`config.mk`:
```
export PLATFORM = sky130hd
export DESIGN_NAME = lts_front
export DESIGN_NICKNAME = d
export VERILOG_FILES = /design/src/hdl/lexicographic_topological_sort_defines.svh /design/src/hdl/lts_pkg.sv /design/src/hdl/lts_front.sv
export SDC_FILE = /design/constraint.sdc
export NUM_CORES = 1
export LEC_CHECK = 0
export BUFFER_PORTS_ARGS = -buffer_cell sky130_fd_sc_hd__buf_2
export CAP_MARGIN = 25
export CORE_AREA = 2 2 41 43
export DETAILED_ROUTE_END_ITERATION = 10
export DIE_AREA = 0 0 43 45
export PLACE_DENSITY = 0.73
export SETUP_SLACK_MARGIN = 0.3
export SLEW_MARGIN = 20
export SYNTH_ARGS = -nofsm -noshare
export SYNTH_HDL_FRONTEND = slang
export SYNTH_SLANG_ARGS = --single-unit
```
`constraint.sdc`:
```
create_clock -name vclk -period 2.48
set_input_delay 0.372 -clock vclk [all_inputs]
set_output_delay 0.372 -clock vclk [all_outputs]
set_load 0.005 [all_outputs]
```
`src/hdl/lexicographic_topological_sort_defines.svh`:
```
// assertion helpers used by lts_back
`ifndef LEXICOGRAPHIC_TOPOLOGICAL_SORT_DEFINES_SVH
`define LEXICOGRAPHIC_TOPOLOGICAL_SORT_DEFINES_SVH

`ifndef SYNTH
`define LTS_ASSERT_ALWAYS(lbl, clk, rst_n, cond) \
	lbl: assert property (@(posedge clk) disable iff (!rst_n) (cond)) \
		else $error("assertion failed");
`define LTS_ASSERT_NEXT(lbl, clk, rst_n, ante, cons) \
	lbl: assert property (@(posedge clk) disable iff (!rst_n) (ante) |=> (cons)) \
		else $error("assertion failed");
`else
`define LTS_ASSERT_ALWAYS(lbl, clk, rst_n, cond)
`define LTS_ASSERT_NEXT(lbl, clk, rst_n, ante, cons)
`endif

`endif

```
`src/hdl/lts_pkg.sv`:
```
package lts_pkg;

	localparam int NODE_W = 7;

	localparam logic [1:0] OP_CLEAR = 2'd0;
	localparam logic [1:0] OP_EDGE  = 2'd1;
	localparam logic [1:0] OP_SORT  = 2'd2;
	localparam logic [1:0] OP_NONE  = 2'd3;

	localparam logic [1:0] REG_NODE_COUNT = 2'd0;

	typedef enum logic [1:0] {
		CMD_CLEAR,
		CMD_EDGE,
		CMD_DROP,
		CMD_SORT
	} cmd_kind_t;

	typedef struct packed {
		cmd_kind_t         kind;
		logic [NODE_W-1:0] first;
		logic [NODE_W-1:0] second;
	} cmd_t;

	typedef struct packed {
		logic [NODE_W-1:0] node;
		logic              last;
		logic              complete;
		logic              dropped;
	} res_t;

	typedef enum logic [3:0] {
		B_IDLE,
		B_ADD_WR,
		B_INIT,
		B_PICK,
		B_SCAN_RD,
		B_SCAN_CHK,
		B_SCAN_DEC,
		B_EMIT_RD,
		B_EMIT_WR
	} back_state_t;

endpackage

```
`src/hdl/lts_front.sv`:
```
module lts_front (
	input  logic                       push,
	input  logic [1:0]                 op,
	input  logic [lts_pkg::NODE_W-1:0] first_node,
	input  logic [lts_pkg::NODE_W-1:0] second_node,
	input  logic [lts_pkg::NODE_W-1:0] eff_nodes,
	input  logic                       q_full,
	output logic                       q_push,
	output lts_pkg::cmd_t              q_cmd
);
	import lts_pkg::*;

	logic in_range;

	// end points must lie in 1..eff_nodes
	assign in_range = (first_node != '0) && (first_node <= eff_nodes)
		&& (second_node != '0) && (second_node <= eff_nodes);

	always_comb begin
		q_cmd.first  = first_node;
		q_cmd.second = second_node;
		q_cmd.kind   = CMD_CLEAR;
		q_push       = push && !q_full;
		unique case (op)
			OP_CLEAR: q_cmd.kind = CMD_CLEAR;
			OP_EDGE:  q_cmd.kind = in_range ? CMD_EDGE : CMD_DROP;
			OP_SORT:  q_cmd.kind = CMD_SORT;
			default:  q_push = 1'b0;
		endcase
	end

endmodule

```
==> flow_summary.json, run 1 <==
{
  "rows": 14,
  "grt_pass1_wl_um": 2125,
  "max_slew_margin_pct": 83.37,
  "die_area_um2": 1935,
  "vias": 593,
  "power.switching_uw": 55.70,
  "clkPwrFrac_pct": 0,
  "diodes": 0,
  "hpwl_um": 1189,
  "die_w_um": 43,
  "dpl.cell_count": 116,
  "hold_depth": 2,
  "cp-end-kind": "output port",
  "comb_power_share_pct": 100.0,
  "drc": 0,
  "p_seq_share_pct": 0,
  "ctsResizeCount": 0,
  "stdcell_area_um2": 705.7,
  "vias_per_cell": 5.112,
  "finalMaxSlewViolations": 0,
  "ys_types": 21,
  "place_area_um2": 699.4,
  "final-seq-area_um2": 0,
  "hold_violations": 0,
  "grt_max_degree": 4,
  "cpMaxStageDelayCell": "or4_4",
  "p_total_uw": 110.1,
  "cp_data_arrival_time_ns": 1.65,
  "ctsHoldBuffers": 0,
  "first_pass_iters": 4,
  "path_buf_inv": 2,
  "design.seq.count": 0,
  "hold_class": "in -> out",
  "setup_viol": 0,
  "preCtsSetupSlack_ns": 0.4043,
  "internal_power_uw": 54.41,
  "routedWlPerCell_um": 10.83,
  "clock_buffers": 0,
  "peakVddDrop_mv": 0.06218,
  "drt_iter0_drc": 4,
  "switching_share_pct": 50.58,
  "start_kind": "input pin",
  "p_per_area_nw_per_um2": 156.0,
  "p_leak_uw": 0.0004118,
  "fin_ws_ns": 0.4555,
  "rsz0062_at_grt": "false",
  "drive_above_1_share_pct": 47.00,
  "area_delta_synth_final_pct": 22.88,
  "fmax_mhz": 493.9,
  "overflow": 0,
  "grt_usage_pct": 13.64,
  "final_cells": 116,
  "port_buffers": 42,
  "synth_area_um2": 574.3,
  "post_cts_buffers": 0,
  "final_cell_mix": "42 x buf_2, 17 x ha_1, 11 x inv_1",
  "synth_cells": 72,
  "drv_cap": 0,
  "yosysWarnings": 0,
  "run_status": "finished clean",
  "grt_pass1_vias": 578,
  "ys_seq_area_share_pct": 0,
  "path_max_fanout": 3,
  "path_cells": "buf_2, or4_4, nor4_2, a21oi_1, a41o_1, buf_2",
  "required_ns": 2.11,
  "num_io_pins": 42,
  "initial_core_util_pct": 39.03,
  "wl_um": 1256,
  "setup_tns_ns": 0,
  "crit_top_cell": "buf_2",
  "gp_congestion": 0.7338,
  "die_h_um": 45,
  "crit_family": "simple AND/OR/NAND/NOR gates",
  "holdCritStartpoint": "first_node[0]",
  "max_stage_delay_ns": 0.52,
  "syn_nets": 114,
  "whs_endpoint": "q_cmd[7]",
  "nets": 144,
  "min_period_ns": 2.025,
  "worst_pin_slew_ns": 0.2474,
  "coreArea_um2": 1471,
  "antenna_found_initial": 0,
  "ant_nets": 0,
  "final_common_cell": "buf_2",
  "syn_area_per_cell_um2": 7.976,
  "criticalPathCategory": "in -> out",
  "post-route-period-util_pct": 81.63
}
## area by class of cell
type	count	area (µm²)
fillers	160	765.7
multi-input cells	47	434.2
repair buffers	42	210.2
inverters	11	41.29
well taps	16	20.02
## worst max path at each step
| stage | startpoint | to | slack (ns) | depth (start not counted) |
|---|---|---|---|---|
| 4_1_cts | second_node[4] | q_cmd[14] | 0.40 | 7 |
| 6_report | second_node[3] | q_cmd[14] | 0.46 | 6 |
| 5_1_grt | second_node[4] | q_cmd[14] | 0.37 | 7 |
| 3_3_place_gp | second_node[3] | q_cmd[14] | 0.48 | 6 |
| 3_5_place_dp | second_node[4] | q_cmd[14] | 0.40 | 7 |
| 2_1_floorplan | eff_nodes[4] | q_cmd[14] | 0.74 | 6 |
## synth_stat cells
cell       n  area [µm²]
a41oi_2    1       16.27
or4_4      1       11.26
a21oi_1    7       35.03
o21ai_0    2       10.01
buf_4     14       105.1
ha_1      17       212.7
a41o_1     1       10.01
a211oi_1   1       7.510
nor3_1     1       5.000
nand2_1    1       3.750
nor4_4     1       21.27
nor2_1     1       3.750
o21bai_1   2       15.01
nand3b_1   2       15.01
inv_1     11       41.29
nand3_1    2       10.01
nor3b_1    1       7.510
nor2b_1    1       6.260
nand4_1    2       12.51
o22ai_1    2       12.51
nor4_2     1       12.51
## power by group through the flow
stage | clock [µW] | sequential [µW] | combinational (µW)
floorplan | 0 | 0 | 71.3
global placement | 0 | 0 | 105
detailed placement | 0 | 0 | 110
CTS | 0 | 0 | 110
global route | 0 | 0 | 127
finish | 0 | 0 | 110
## cell families after synthesis
kind of cell / share of synthesized area (%)
AO/OA/AOI/OAI: 18.52
adder cells (fa/ha/maj): 37.04
buffers and inverters: 25.49
AND/OR/NAND/NOR: 18.95
## layer usage
metal	wire length (µm)	vias to the layer above	share of wire [%]	track usage, %
met1	472	268	38	14.46
li1	-	304	-	-
met3	73	0	5.8	0
met5	0	-	0	0
met4	0	0	0	0
met2	710	21	57	31.21
## per-stage QoR
stage          hold slack, ns  utilization [%]
2_1_floorplan          0.7770                -
3_3_place_gp           0.9426            47.53
3_5_place_dp           0.9432            47.53
4_1_cts                0.9457            47.53
5_1_grt                0.9661            47.96
6_report               0.9431            47.96
Power figures use the tool's default switching activity.
==> run 2: changes to the inputs <==
ABC_AREA = 1   (was default)
CORE_AREA = 2 2 45 43   (was 2 2 41 43)
DIE_AREA = 0 0 47 45   (was 0 0 43 45)
PLACE_DENSITY = 0.72   (was 0.73)
clock period = 1.75 ns   (was 2.48 ns; I/O delays follow)
==> run 2 against run 1 <==
  * Synthesized cell count grew 36%
  * Non-clock buffer count grew 1
  * Design area up 47%
  * Combinational power grew 130%
  * Highest routed layer unchanged
  * Sequential cell count is the same
  * Clock-buffer cell count unchanged
  * Hold slack worse by 0.24 ns
  * Sequential share of layout area is the same
  * Critical endpoint is now q_cmd[15]
  * Critical path depth is 8 higher
==> flow_summary.json, run 2 <==
{
  "setup_tns_ns": 0,
  "synth_cells": 98,
  "yosysWarnings": 0,
  "max_stage_delay_ns": 0.26,
  "drive_above_1_share_pct": 60.63,
  "antenna_found_initial": 0,
  "cpMaxStageDelayCell": "ha_4",
  "wl_um": 1597,
  "path_max_fanout": 2,
  "path_cells": "buf_8, inv_6, ha_4, nand2_2, inv_2, nand2_1, nand2_1, nand2_1, nand2_1, nand2_1, nand3_1, nand2_1, a21oi_2, buf_2",
  "syn_nets": 140,
  "final_cell_mix": "30 x buf_2, 15 x nand2_1, 12 x inv_1, 12 x ha_4, 10 x buf_6",
  "vias_per_cell": 4.503,
  "p_leak_uw": 0.0005209,
  "synth_top_cell_area_share_pct": 34.91,
  "final_common_cell": "buf_2",
  "synth.area.top_cells": "ha_1 35%, buf_4 17%, nand2_1 14%",
  "num_io_pins": 42,
  "synth_area_um2": 609.3,
  "ant_nets": 0,
  "rows": 14,
  "required_ns": 1.49,
  "cp_data_arrival_time_ns": 1.36,
  "final-seq-area_um2": 0,
  "initial_core_util_pct": 37.81,
  "wl_met1_um": 636,
  "ys_types": 14,
  "grt_pass1_wl_um": 2311,
  "run_status": "finished clean",
  "design.seq.count": 0,
  "drt_iter0_drc": 4,
  "peakVddDrop_mv": 0.09272,
  "synth_top_area_cell": "ha_1",
  "die_w_um": 47,
  "crit_family": "simple AND/OR/NAND/NOR gates",
  "grt_pass1_vias": 604,
  "dpl.cell_count": 150,
  "drc": 0,
  "yosys-top-cells-count": "23 x nand2_1, 19 x inv_1, 17 x ha_1, 14 x buf_4, 8 x nor2_1",
  "cp-end-kind": "output port",
  "dr_wl_met3_um": 88,
  "die_h_um": 45,
  "start_kind": "input pin",
  "first_pass_iters": 3,
  "route.met2.wl_um": 873,
  "hold_class": "in -> out",
  "syn_area_per_cell_um2": 6.218,
  "gp_congestion": 0.7279,
  "coreArea_um2": 1612,
  "ctsHoldBuffers": 0,
  "ys_seq_area_share_pct": 0,
  "yosysMostFrequentCell": "nand2_1",
  "setup_viol": 0,
  "path_buf_inv": 4,
  "criticalPathCategory": "in -> out",
  "hold_ws_ns": 0.7057,
  "routedWlPerCell_um": 10.58,
  "hold_violations": 0,
  "highest_layer": "met3",
  "crit_top_cell": "nand2_1",
  "grt_max_degree": 4,
  "hpwl_um": 1224,
  "die_area_um2": 2115,
  "diodes": 0,
  "clock_buffers": 0,
  "overflow": 0,
  "post-route-period-util_pct": 92.76,
  "vias": 680,
  "port_buffers": 42,
  "worst_pin_slew_ns": 0.1520,
  "min_period_ns": 1.623,
  "final_cells": 151,
  "finalMaxSlewViolations": 0,
  "nets": 171,
  "drv_cap": 0,
  "max_slew_margin_pct": 89.83,
  "fmax_mhz": 616.0,
  "grt_usage_pct": 14.30,
  "area_delta_synth_final_pct": 70.43,
  "p_per_area_nw_per_um2": 240.2,
  "post-route-util_pct": 64.44,
  "rsz0062_at_grt": "true"
}
## run 2: cell type report
| class | instances | area [µm²] |
|---|---|---|
| Tap cell | 24 | 30.03 |
| Timing Repair Buffer | 43 | 292.8 |
| Inverter | 19 | 91.34 |
| Multi-Input combinational cell | 65 | 624.3 |
| Fill cell | 131 | 573.1 |
## run 2: timing repair
item                                    CTS  global route
endpoints found under the setup margin    2             2
resized for setup                        46            12
gates cloned                              0             0
buffers inserted                          1             0
pin swaps                                21            14
## run 2: kinds of logic (layout without fill, tap and decap cells)
family                   after synthesis  in the layout  synth area share, %
AO/OA/AOI/OAI                          7              7                7.393
adder cells (fa/ha/maj)               17             17                34.91
buffers and inverters                 33             62                28.95
AND/OR/NAND/NOR                       41             41                28.75
## run 2: through the flow
step / power (µW) / setup WS (ns) / area, µm²
2_1_floorplan: 110.1 / 0.3138 / 609.3
3_3_place_gp: 155.0 / 0.08857 / 744.5
3_5_place_dp: 160.8 / 0.04331 / 744.5
4_1_cts: 230.8 / 0.09521 / 996.0
5_1_grt: 275.0 / 0.01603 / 1039
6_report: 249.4 / 0.1267 / 1039
## run 2: where the power goes
part | leakage (µW) | total (µW) | switching, µW | internal [µW]
Combinational | 0.000521 | 249 | 119 | 130
Clock | 0 | 0 | 0 | 0
Sequential | 0 | 0 | 0 | 0
Total | 0.000521 | 249 | 119 | 130
## run 2: final timing paths
kind                     to           start  cells past startpoint  slack (ns)
hold / removal     q_cmd[4]  second_node[4]                      2        0.71
setup / recovery  q_cmd[15]    eff_nodes[2]                     14        0.13
## run 2: layer usage
metal  vias to the layer above  GRT usage [%]
met4                         0              0
met5                         -              0
li1                        356              -
met1                       302          16.39
met2                        22          29.86
met3                         0         0.4000
