[config.mk]
export PLATFORM = sky130hd
export DESIGN_NAME = lts_fifo
export DESIGN_NICKNAME = d
export VERILOG_FILES = /design/src/hdl/lexicographic_topological_sort_defines.svh /design/src/hdl/lts_fifo.sv
export SDC_FILE = /design/constraint.sdc
export NUM_CORES = 1
export LEC_CHECK = 0
export BUFFER_PORTS_ARGS = -buffer_cell sky130_fd_sc_hd__buf_2
export CAP_MARGIN = 20
export CORE_MARGIN = 10
export CORE_UTILIZATION = 45
export CTS_BUF_LIST = sky130_fd_sc_hd__clkbuf_4 sky130_fd_sc_hd__clkbuf_8
export CTS_CLUSTER_SIZE = 12
export DETAILED_ROUTE_END_ITERATION = 16
export HOLD_SLACK_MARGIN = 0.08
export PLACE_DENSITY_LB_ADDON = 0.05
export RECOVER_POWER = 25
export SLEW_MARGIN = 5
export SYNTH_ARGS = -nofsm -noshare
export SYNTH_HDL_FRONTEND = slang
export SYNTH_SLANG_ARGS = --single-unit
[constraint.sdc]
create_clock -name clk -period 1.9 [get_ports clk]
set_input_delay 0 -clock clk [delete_from_list [all_inputs] [get_ports clk]]
set_output_delay 0 -clock clk [all_outputs]
set_load 0.1 [all_outputs]
[src/hdl/lexicographic_topological_sort_defines.svh]
// assertion helpers used by lts_back
`ifndef LEXICOGRAPHIC_TOPOLOGICAL_SORT_DEFINES_SVH
`define LEXICOGRAPHIC_TOPOLOGICAL_SORT_DEFINES_SVH

`ifndef SYNTH
`define LTS_ASSERT_ALWAYS(lbl, clk, rst_n, cond) \
	lbl: assert property (@(posedge clk) disable iff (!rst_n) (cond)) \
		else $error("assertion failed");
`define LTS_ASSERT_NEXT(lbl, clk, rst_n, ante, cons) \
	lbl: assert property (@(posedge clk) disable iff (!rst_n) (ante) |=> (cons)) \
		else $error("assertion failed");
`else
`define LTS_ASSERT_ALWAYS(lbl, clk, rst_n, cond)
`define LTS_ASSERT_NEXT(lbl, clk, rst_n, ante, cons)
`endif

`endif

[src/hdl/lts_fifo.sv]
module lts_fifo #(
	parameter int W = 8
) (
	input  logic         clk,
	input  logic         arst_n,
	input  logic         push,
	input  logic [W-1:0] din,
	output logic         full,
	input  logic         pop,
	output logic [W-1:0] dout,
	output logic         empty
);

	logic [W-1:0] mem_q [2];
	logic         wr_ptr_q;
	logic         rd_ptr_q;
	logic [1:0]   cnt_q;
	logic         do_push;
	logic         do_pop;

	assign full    = cnt_q == 2'd2;
	assign empty   = cnt_q == 2'd0;
	assign dout    = mem_q[rd_ptr_q];
	assign do_push = push && !full;
	assign do_pop  = pop && !empty;

	always_ff @(posedge clk or negedge arst_n) begin
		if (!arst_n) begin
			wr_ptr_q <= 1'b0;
			rd_ptr_q <= 1'b0;
			cnt_q    <= 2'd0;
		end else begin
			if (do_push) wr_ptr_q <= !wr_ptr_q;
			if (do_pop) rd_ptr_q <= !rd_ptr_q;
			if (do_push && !do_pop) cnt_q <= cnt_q + 2'd1;
			else if (do_pop && !do_push) cnt_q <= cnt_q - 2'd1;
		end
	end

	always_ff @(posedge clk) begin
		if (do_push) mem_q[wr_ptr_q] <= din;
	end

endmodule

==> results of run 1 <==
-- kinds of logic (layout without fill, tap and decap cells) --
family / count (synthesis) / after routing
adder cells (fa/ha/maj): 1 / 1
XOR/XNOR: 5 / 5
AND/OR/NAND/NOR: 6 / 6
multiplexers: 8 / 8
AO/OA/AOI/OAI: 1 / 1
flip-flops: 20 / 20
buffers and inverters: 3 / 40
-- metal layers --
metal  GRT usage (%)  wire length [um]
met1            8.96               628
met5               0                 0
met3            4.54               120
met2            13.0               688
met4            4.78                 0
-- critical path: stages (launching register included) --
cell     delay [ns]
dfrtp_1        0.59
mux2_2         0.38
buf_2          0.29
-- placed cells by master, fill, tap and decap left out --
master,count
clkbuf_2,1
mux2_1,6
buf_2,17
inv_1,2
nand2b_1,1
nand2_2,1
and3_1,1
nor2_1,3
xnor2_1,2
dfrtp_1,4
xor2_1,2
mux2_2,2
clkbuf_4,4
dlygate4sd3_1,12
buf_4,1
ha_1,1
o21ai_1,1
clkbuf_1,3
edfxtp_1,16
xnor2_2,1
-- cell type report --
type	count	area (um^2)
Fill cell	144	632
Sequential cell	20	581
Timing Repair Buffer	34	229
Multi-Input combinational cell	21	189
Clock buffer	4	30.0
Tap cell	17	21.3
Inverter	2	7.51
-- flip-flops by register name, summed over array words and instances (netlist names) --
signal and count:
mem_q 16, cnt_q 2, rd_ptr_q 1, wr_ptr_q 1
-- metrics by stage --
step           area [um^2]  setup slack (ns)
6_report              1060             0.342
5_1_grt               1060             0.246
4_1_cts               1060             0.303
3_5_place_dp           911             0.417
3_3_place_gp           911             0.437
2_1_floorplan          782             0.227
-- worst max path at each step --
stage                     cells after the start  endpoint  slack, ns     start
final                                         2   dout[5]       0.34  rd_ptr_q
after global routing                          2   dout[7]       0.25  rd_ptr_q
after CTS                                     2   dout[7]       0.30  rd_ptr_q
after detailed placement                      6  cnt_q[1]       0.42  cnt_q[0]
after global placement                        6  cnt_q[1]       0.44  cnt_q[0]
after floorplan                               1     empty       0.23  cnt_q[0]
-- what timing repair did --
item	CTS	global route
endpoints found under the hold margin	22	0
setup buffers	0	0
hold buffers	12	0
==> impl_metrics.env, run 1 <==
export IMPL_min_period_ns=1.56
export IMPL_grt_first_pass_wirelength_mm=2.24
export IMPL_hold_class="input pin to register"
export IMPL_synth_compound_area_share_pct=0.640
export IMPL_drc=0
export IMPL_cp_max_fo=9
export IMPL_cts_max_level=1
export IMPL_initial_utilization_pct=46.3
export IMPL_synth_nets=57
export IMPL_synth_top_cell_area_share_pct=61.4
export IMPL_timing_rr_end="cnt_q[1]"
export IMPL_synth_area_leader_cell="edfxtp_1"
export IMPL_min_from="din[5]"
export IMPL_portBuffers=21
export IMPL_clk_pin_slew_ns=0.11
export IMPL_firstDrtPassIters=4
export IMPL_r2r_start="cnt_q[0]"
export IMPL_syn_cell_area_um2=782
export IMPL_run_status="complete, no violations"
export IMPL_grt_pass1_vias=485
export IMPL_gr_total_overflow=0
export IMPL_fin_util_pct=62.6
export IMPL_fin_hold_ws_ns=0.428
export IMPL_ys_types=15
export IMPL_synth_area_leaders="edfxtp_1 (61%), dfrtp_1 (13%), mux2_1 (8.6%)"
export IMPL_synth_flop_cell="edfxtp_1"
export IMPL_grt_usage_pct=8.43
export IMPL_dieArea_mm2=0.00381
export IMPL_layout_nets=95
export IMPL_place_gp_congestion=0.626
export IMPL_rsz0062_at_grt="false"
export IMPL_fmax_mhz=642
export IMPL_drive_gt1_share_pct=33.3
export IMPL_ff2ff_path_depth=6
export IMPL_wirelength_mm=1.44
export IMPL_worst_slew_pin_slew_ns=0.495
export IMPL_die_w_um=61.7
export IMPL_dp_cells=82
export IMPL_endpoint_kind="primary output"
export IMPL_critPathKind="register to primary output"
export IMPL_cts_buffers=3
export IMPL_yosys_top_cells_count="edfxtp_1 (16), mux2_1 (6), dfrtp_1 (4)"
export IMPL_crit_path_start_kind="register"
export IMPL_finalSetupViolCount=0
export IMPL_fin_tns_setup_ns=0
export IMPL_drt_first_iter_violations=8
export IMPL_vias_per_cell=4.63
export IMPL_slew_headroom_pct=67.2
export IMPL_synth_top_family_by_area="multiplexers"
export IMPL_yosysSeqAreaShare_pct=74.2
export IMPL_synth_most_common_cell="edfxtp_1"
export IMPL_grt_start_max_net_pins=12
export IMPL_reg2reg_setup_slack_ns=0.40
export IMPL_wl_per_cell_um=14.7
export IMPL_cp_arrival_ns=1.56
export IMPL_cts_tree="yes"
export IMPL_yosys_area_share_simple_pct=3.84
export IMPL_maxCapViolCount=0
export IMPL_routed_via_count=454
export IMPL_synthAdderAreaFrac_pct=1.60
export IMPL_std_cell_rows=15
export IMPL_core_mm2=0.00169
export IMPL_hold_viol_final=0
export IMPL_clock_sinks=20
export IMPL_clk_insertion_delay_late_ns=0.29
export IMPL_instances_no_fill=98
export IMPL_cp_required_ns=1.90
export IMPL_synthToLayoutAreaGrowth_pct=35.2
export IMPL_root_buffer="clkbuf_4"
export IMPL_ys_seq_elements=20
export IMPL_yosysWarnings=0
export IMPL_async_flop_share_pct=20.0
export IMPL_antenna_found_initial=0
export IMPL_ios=22
export IMPL_clock_path_buffers=2
export IMPL_synth_xor_area_share_pct=6.56
export IMPL_hold_path_depth=2
export IMPL_slew_viol_final=0
export IMPL_synth_edff_count=16
export IMPL_post_route_period_util_pct=82.0
export IMPL_fin_skew_ns=0.00308
export IMPL_synthMuxAreaShare_pct=11.5
export IMPL_ant_nets=0
export IMPL_die_h_um=61.7
export IMPL_min_to="mem_q[0][5]"
export IMPL_dpl_hpwl_um=982
export IMPL_cts_resized=0
export IMPL_synth_cells=44
export IMPL_antenna_diode_count=0
export IMPL_syn_avg_cell_area_um2=17.8
Power of run 1 is left out: the tool's default activity adds up to more than one toggle a clock period on the data nets, which glitch-free logic cannot reach.
==> inputs of run 2 (changes only) <==
Clock period 1.9 ns to 1.42 ns, I/O delays scaled along.
==> run 2 against run 1 <==
  * Hold slack got worse by 0.27 ns
  * Die area is the same
  * Routed wire length rose by 5.8%
  * Critical endpoint is now cnt_q[1]
  * Critical path depth is 4 higher
==> impl_metrics.env, run 2 (synthesized netlist as in run 1, its figures left out) <==
export IMPL_clock_path_buffers=2
export IMPL_endpoint_kind="register"
export IMPL_grt_first_pass_wirelength_mm=2.42
export IMPL_critPathKind="register to register"
export IMPL_layout_nets=101
export IMPL_root_buffer="clkbuf_4"
export IMPL_instances_no_fill=104
export IMPL_firstDrtPassIters=2
export IMPL_cp_common_cell="xor2_1"
export IMPL_antenna_diode_count=0
export IMPL_cp_arrival_ns=1.56
export IMPL_r2r_start="cnt_q[0]"
export IMPL_clock_sinks=20
export IMPL_portBuffers=21
export IMPL_layout_commonest_cell="edfxtp_1"
export IMPL_critPathTopFamily="flip-flops"
export IMPL_ff2ff_path_depth=6
export IMPL_fin_skew_ns=0.00263
export IMPL_wirelength_mm=1.52
export IMPL_hold_class="input pin to register"
export IMPL_ant_nets=0
export IMPL_startpoint="cnt_q[0]"
export IMPL_fin_ws_ns=0.0467
export IMPL_vias_per_cell=4.59
export IMPL_reg2reg_setup_slack_ns=0.05
export IMPL_top_regs="mem_q x16, cnt_q x2"
export IMPL_hold_viol_final=0
export IMPL_slew_viol_final=0
export IMPL_synthToLayoutAreaGrowth_pct=52.2
export IMPL_dpl_hpwl_mm=1.03
export IMPL_slew_headroom_pct=67.6
export IMPL_initial_utilization_pct=46.3
export IMPL_layout_common_cells="edfxtp_1 (16), dlygate4sd3_1 (11), buf_2 (9)"
export IMPL_largest_register="mem_q"
export IMPL_core_mm2=0.00169
export IMPL_routed_via_count=477
export IMPL_drt_first_iter_violations=2
export IMPL_cts_buffers=3
export IMPL_gr_total_overflow=0
export IMPL_grt_usage_pct=8.80
export IMPL_maxCapViolCount=0
export IMPL_run_status="complete, no violations"
export IMPL_fin_hold_ws_ns=0.159
export IMPL_fin_util_pct=70.4
export IMPL_die_h_um=61.7
export IMPL_worst_slew_pin_slew_ns=0.489
export IMPL_crit_path_start_kind="register"
export IMPL_dieArea_mm2=0.00381
export IMPL_drc=0
export IMPL_cts_tree="yes"
export IMPL_finalSetupViolCount=0
export IMPL_ios=22
export IMPL_largest_reg_flops=16
export IMPL_grt_start_max_net_pins=12
export IMPL_min_from="push"
export IMPL_rsz0062_at_grt="true"
export IMPL_timing_critical_path_buf_inv=1
export IMPL_crit_slowest_cell="dfrtp_1"
export IMPL_min_period_ns=1.37
export IMPL_grt_pass1_vias=534
export IMPL_worst_path_stages=6
export IMPL_crit_chain="buf_4 > o21ai_2 > ha_4 > xor2_1 > nor2_2 > xor2_1"
export IMPL_wl_per_cell_um=14.6
export IMPL_cp_required_ns=1.61
export IMPL_slowest_delay_ns=0.41
export IMPL_min_to="wr_ptr_q"
export IMPL_post_route_period_util_pct=96.7
export IMPL_fmax_mhz=728
export IMPL_std_cell_rows=15
export IMPL_clk_insertion_delay_late_ns=0.29
export IMPL_hold_path_depth=5
export IMPL_place_gp_congestion=0.674
export IMPL_drive_gt1_share_pct=47.1
export IMPL_antenna_found_initial=0
export IMPL_die_w_um=61.7
export IMPL_cts_max_level=1
export IMPL_dp_cells=86
export IMPL_cp_max_fo=3
export IMPL_dp_slack_ns=0.0137
export IMPL_clk_pin_slew_ns=0.11
export IMPL_timing_rr_end="cnt_q[1]"
## run 2: what timing repair did
action,in CTS,in global routing
buffers inserted,2,1
endpoints found under the hold margin,21,0
hold buffers,11,0
resized for setup,11,12
pin swaps,1,0
setup endpoints to repair,9,19
## run 2: final cells by class
type	count	area, um^2
Clock buffer	4	36.3
Timing Repair Buffer	40	324
Inverter	2	7.51
Sequential cell	20	583
Multi-Input combinational cell	21	218
Tap cell	17	21.3
Fill cell	119	499
## run 2: worst max-delay path by stage
stage | slack, ns | to
after floorplan | 0.01 | mem_q[0][0]
after global placement | 0.05 | cnt_q[1]
final | 0.05 | cnt_q[1]
after CTS | 0.001 | dout[1]
after global routing | -0.04 | cnt_q[1]
after detailed placement | 0.01 | cnt_q[1]
## run 2: worst min-delay path, cell delays in order
cell     delay (ns)
buf_2          0.11
nand2_2        0.07
buf_4          0.10
buf_4          0.10
xnor2_2        0.05
## run 2: per-stage QoR
stage	setup TNS, ns	instance area, um^2
2_1_floorplan	0	785
3_3_place_gp	0	943
3_5_place_dp	0	943
4_1_cts	0	1130
5_1_grt	-0.181	1190
6_report	0	1190
## run 2: metal layers
layer	global-route usage, %	part of all wire (%)	wire [um]
met5	0	0	0
met1	9.30	42	631
met3	3.92	7.0	107
met4	2.87	0	0
met2	15.2	51	781
Power of run 2 is left out for the same reason.
==> inputs of run 3 (changes only) <==
Settings changed: PLACE_DENSITY from default to 0.73, PLACE_DENSITY_LB_ADDON 0.05 to default.
==> run 3 against run 2 <==
  * Largest cell class unchanged
  * First-iteration DRC count grew to 3.5 times the previous value
  * Sequential share of layout area is 1.1 points higher
  * Critical path depth is 1 lower
==> impl_metrics.env, run 3 (synthesized netlist as in run 1, its figures left out) <==
export IMPL_run_status="complete, no violations"
export IMPL_hold_class="input pin to register"
export IMPL_post_route_period_util_pct=96.1
export IMPL_dieArea_mm2=0.00381
export IMPL_layout_commonest_cell="edfxtp_1"
export IMPL_firstDrtPassIters=3
export IMPL_clock_sinks=20
export IMPL_core_mm2=0.00169
export IMPL_antenna_diode_count=0
export IMPL_slew_viol_final=0
export IMPL_top_regs="mem_q x16, cnt_q x2"
export IMPL_ant_nets=0
export IMPL_drc=0
export IMPL_endpoint_kind="register"
export IMPL_dpl_hpwl_um=977
export IMPL_dp_cells=83
export IMPL_grt_pass1_vias=519
export IMPL_cts_buffers=3
export IMPL_layout_nets=98
export IMPL_fin_skew_ns=0.00715
export IMPL_die_w_um=61.7
export IMPL_gr_total_overflow=0
export IMPL_root_buffer="clkbuf_4"
export IMPL_ios=22
export IMPL_critPathKind="register to register"
export IMPL_fill_cells=123
export IMPL_clock_path_buffers=2
export IMPL_cts_tree="yes"
export IMPL_grt_first_pass_wirelength_mm=2.37
export IMPL_min_period_ns=1.36
export IMPL_grt_usage_pct=8.80
export IMPL_fin_util_pct=68.8
export IMPL_std_cell_rows=15
export IMPL_cp_max_fo=4
export IMPL_die_h_um=61.7
export IMPL_place_gp_congestion=0.648
export IMPL_wirelength_mm=1.59
export IMPL_fin_tns_setup_ns=0
export IMPL_routed_via_count=486
export IMPL_worst_slew_pin_slew_ns=0.391
export IMPL_cp_required_ns=1.59
export IMPL_cts_max_level=1
export IMPL_place_area_um2=936
export IMPL_hold_viol_final=0
export IMPL_layout_common_cells="edfxtp_1 (16), dlygate4sd3_1 (12), buf_2 (8), buf_6 (8), mux2_1 (6)"
export IMPL_largest_reg_flops=16
export IMPL_synthToLayoutAreaGrowth_pct=48.6
export IMPL_grt_start_max_net_pins=12
export IMPL_maxCapViolCount=0
export IMPL_portBuffers=21
export IMPL_antenna_found_initial=0
export IMPL_crit_path_start_kind="register"
export IMPL_fmax_mhz=733
export IMPL_largest_register="mem_q"
export IMPL_slew_headroom_pct=73.9
export IMPL_drive_gt1_share_pct=40.5
export IMPL_instances_no_fill=101
export IMPL_cp_arrival_ns=1.54
export IMPL_design_area_mm2=0.00116
export IMPL_clk_pin_slew_ns=0.10
export IMPL_drt_first_iter_violations=7
export IMPL_clk_insertion_delay_late_ns=0.29
export IMPL_wl_per_cell_um=15.8
export IMPL_finalSetupViolCount=0
export IMPL_initial_utilization_pct=46.3
export IMPL_vias_per_cell=4.81
[run 3: stage by stage]
step | setup WS (ns) | hold slack (ns)
global route | -0.00207 | 0.417
floorplan | 0.0107 | -0.296
CTS | 0.00944 | 0.425
finish | 0.0555 | 0.428
detailed placement | -0.00482 | -0.183
global placement | 0.0438 | -0.185
[run 3: repair_timing]
action | in CTS | in global routing
hold endpoints to repair | 22 | 0
pin swaps | 2 | 0
setup endpoints to repair | 9 | 17
setup buffers | 1 | 1
hold buffers | 12 | 0
resized for setup | 9 | 11
[run 3: routing by layer]
layer,global-route usage (%),part of all wire (%),wire [um]
met5,0,0,0
met4,4.78,1.2,19
met3,2.47,5.5,88
met2,15.4,57,905
met1,9.29,36,580
[run 3: worst max-delay path, stage by stage, from the launching register on]
cell	delay, ns
dfrtp_1	0.48
o21ai_2	0.22
ha_1	0.19
xor2_1	0.16
nor2_1	0.08
xor2_1	0.13
[run 3: final timing paths]
check | startpoint | endpoint | slack [ns] | cells past startpoint
max | cnt_q[1] | cnt_q[1] | 0.06 | 5
min reg2reg | wr_ptr_q | wr_ptr_q | 0.53 | 1
max in group asynchronous | arst_n | rd_ptr_q | 0.61 | 3
min in group asynchronous | arst_n | wr_ptr_q | 0.61 | 3
min | din[7] | mem_q[0][7] | 0.43 | 2
max reg2reg | cnt_q[1] | cnt_q[1] | 0.06 | 5
[run 3: final cells by class]
class / instances / area (um^2) / area share (%)
repair buffers: 37 / 319 / 27.4
inverters: 2 / 7.51 / 0.646
flip-flops and latches: 20 / 582 / 50.1
clock buffers: 4 / 30.0 / 2.58
well taps: 17 / 21.3 / 1.83
multi-input cells: 21 / 203 / 17.4
Power of run 3 is left out for the same reason.
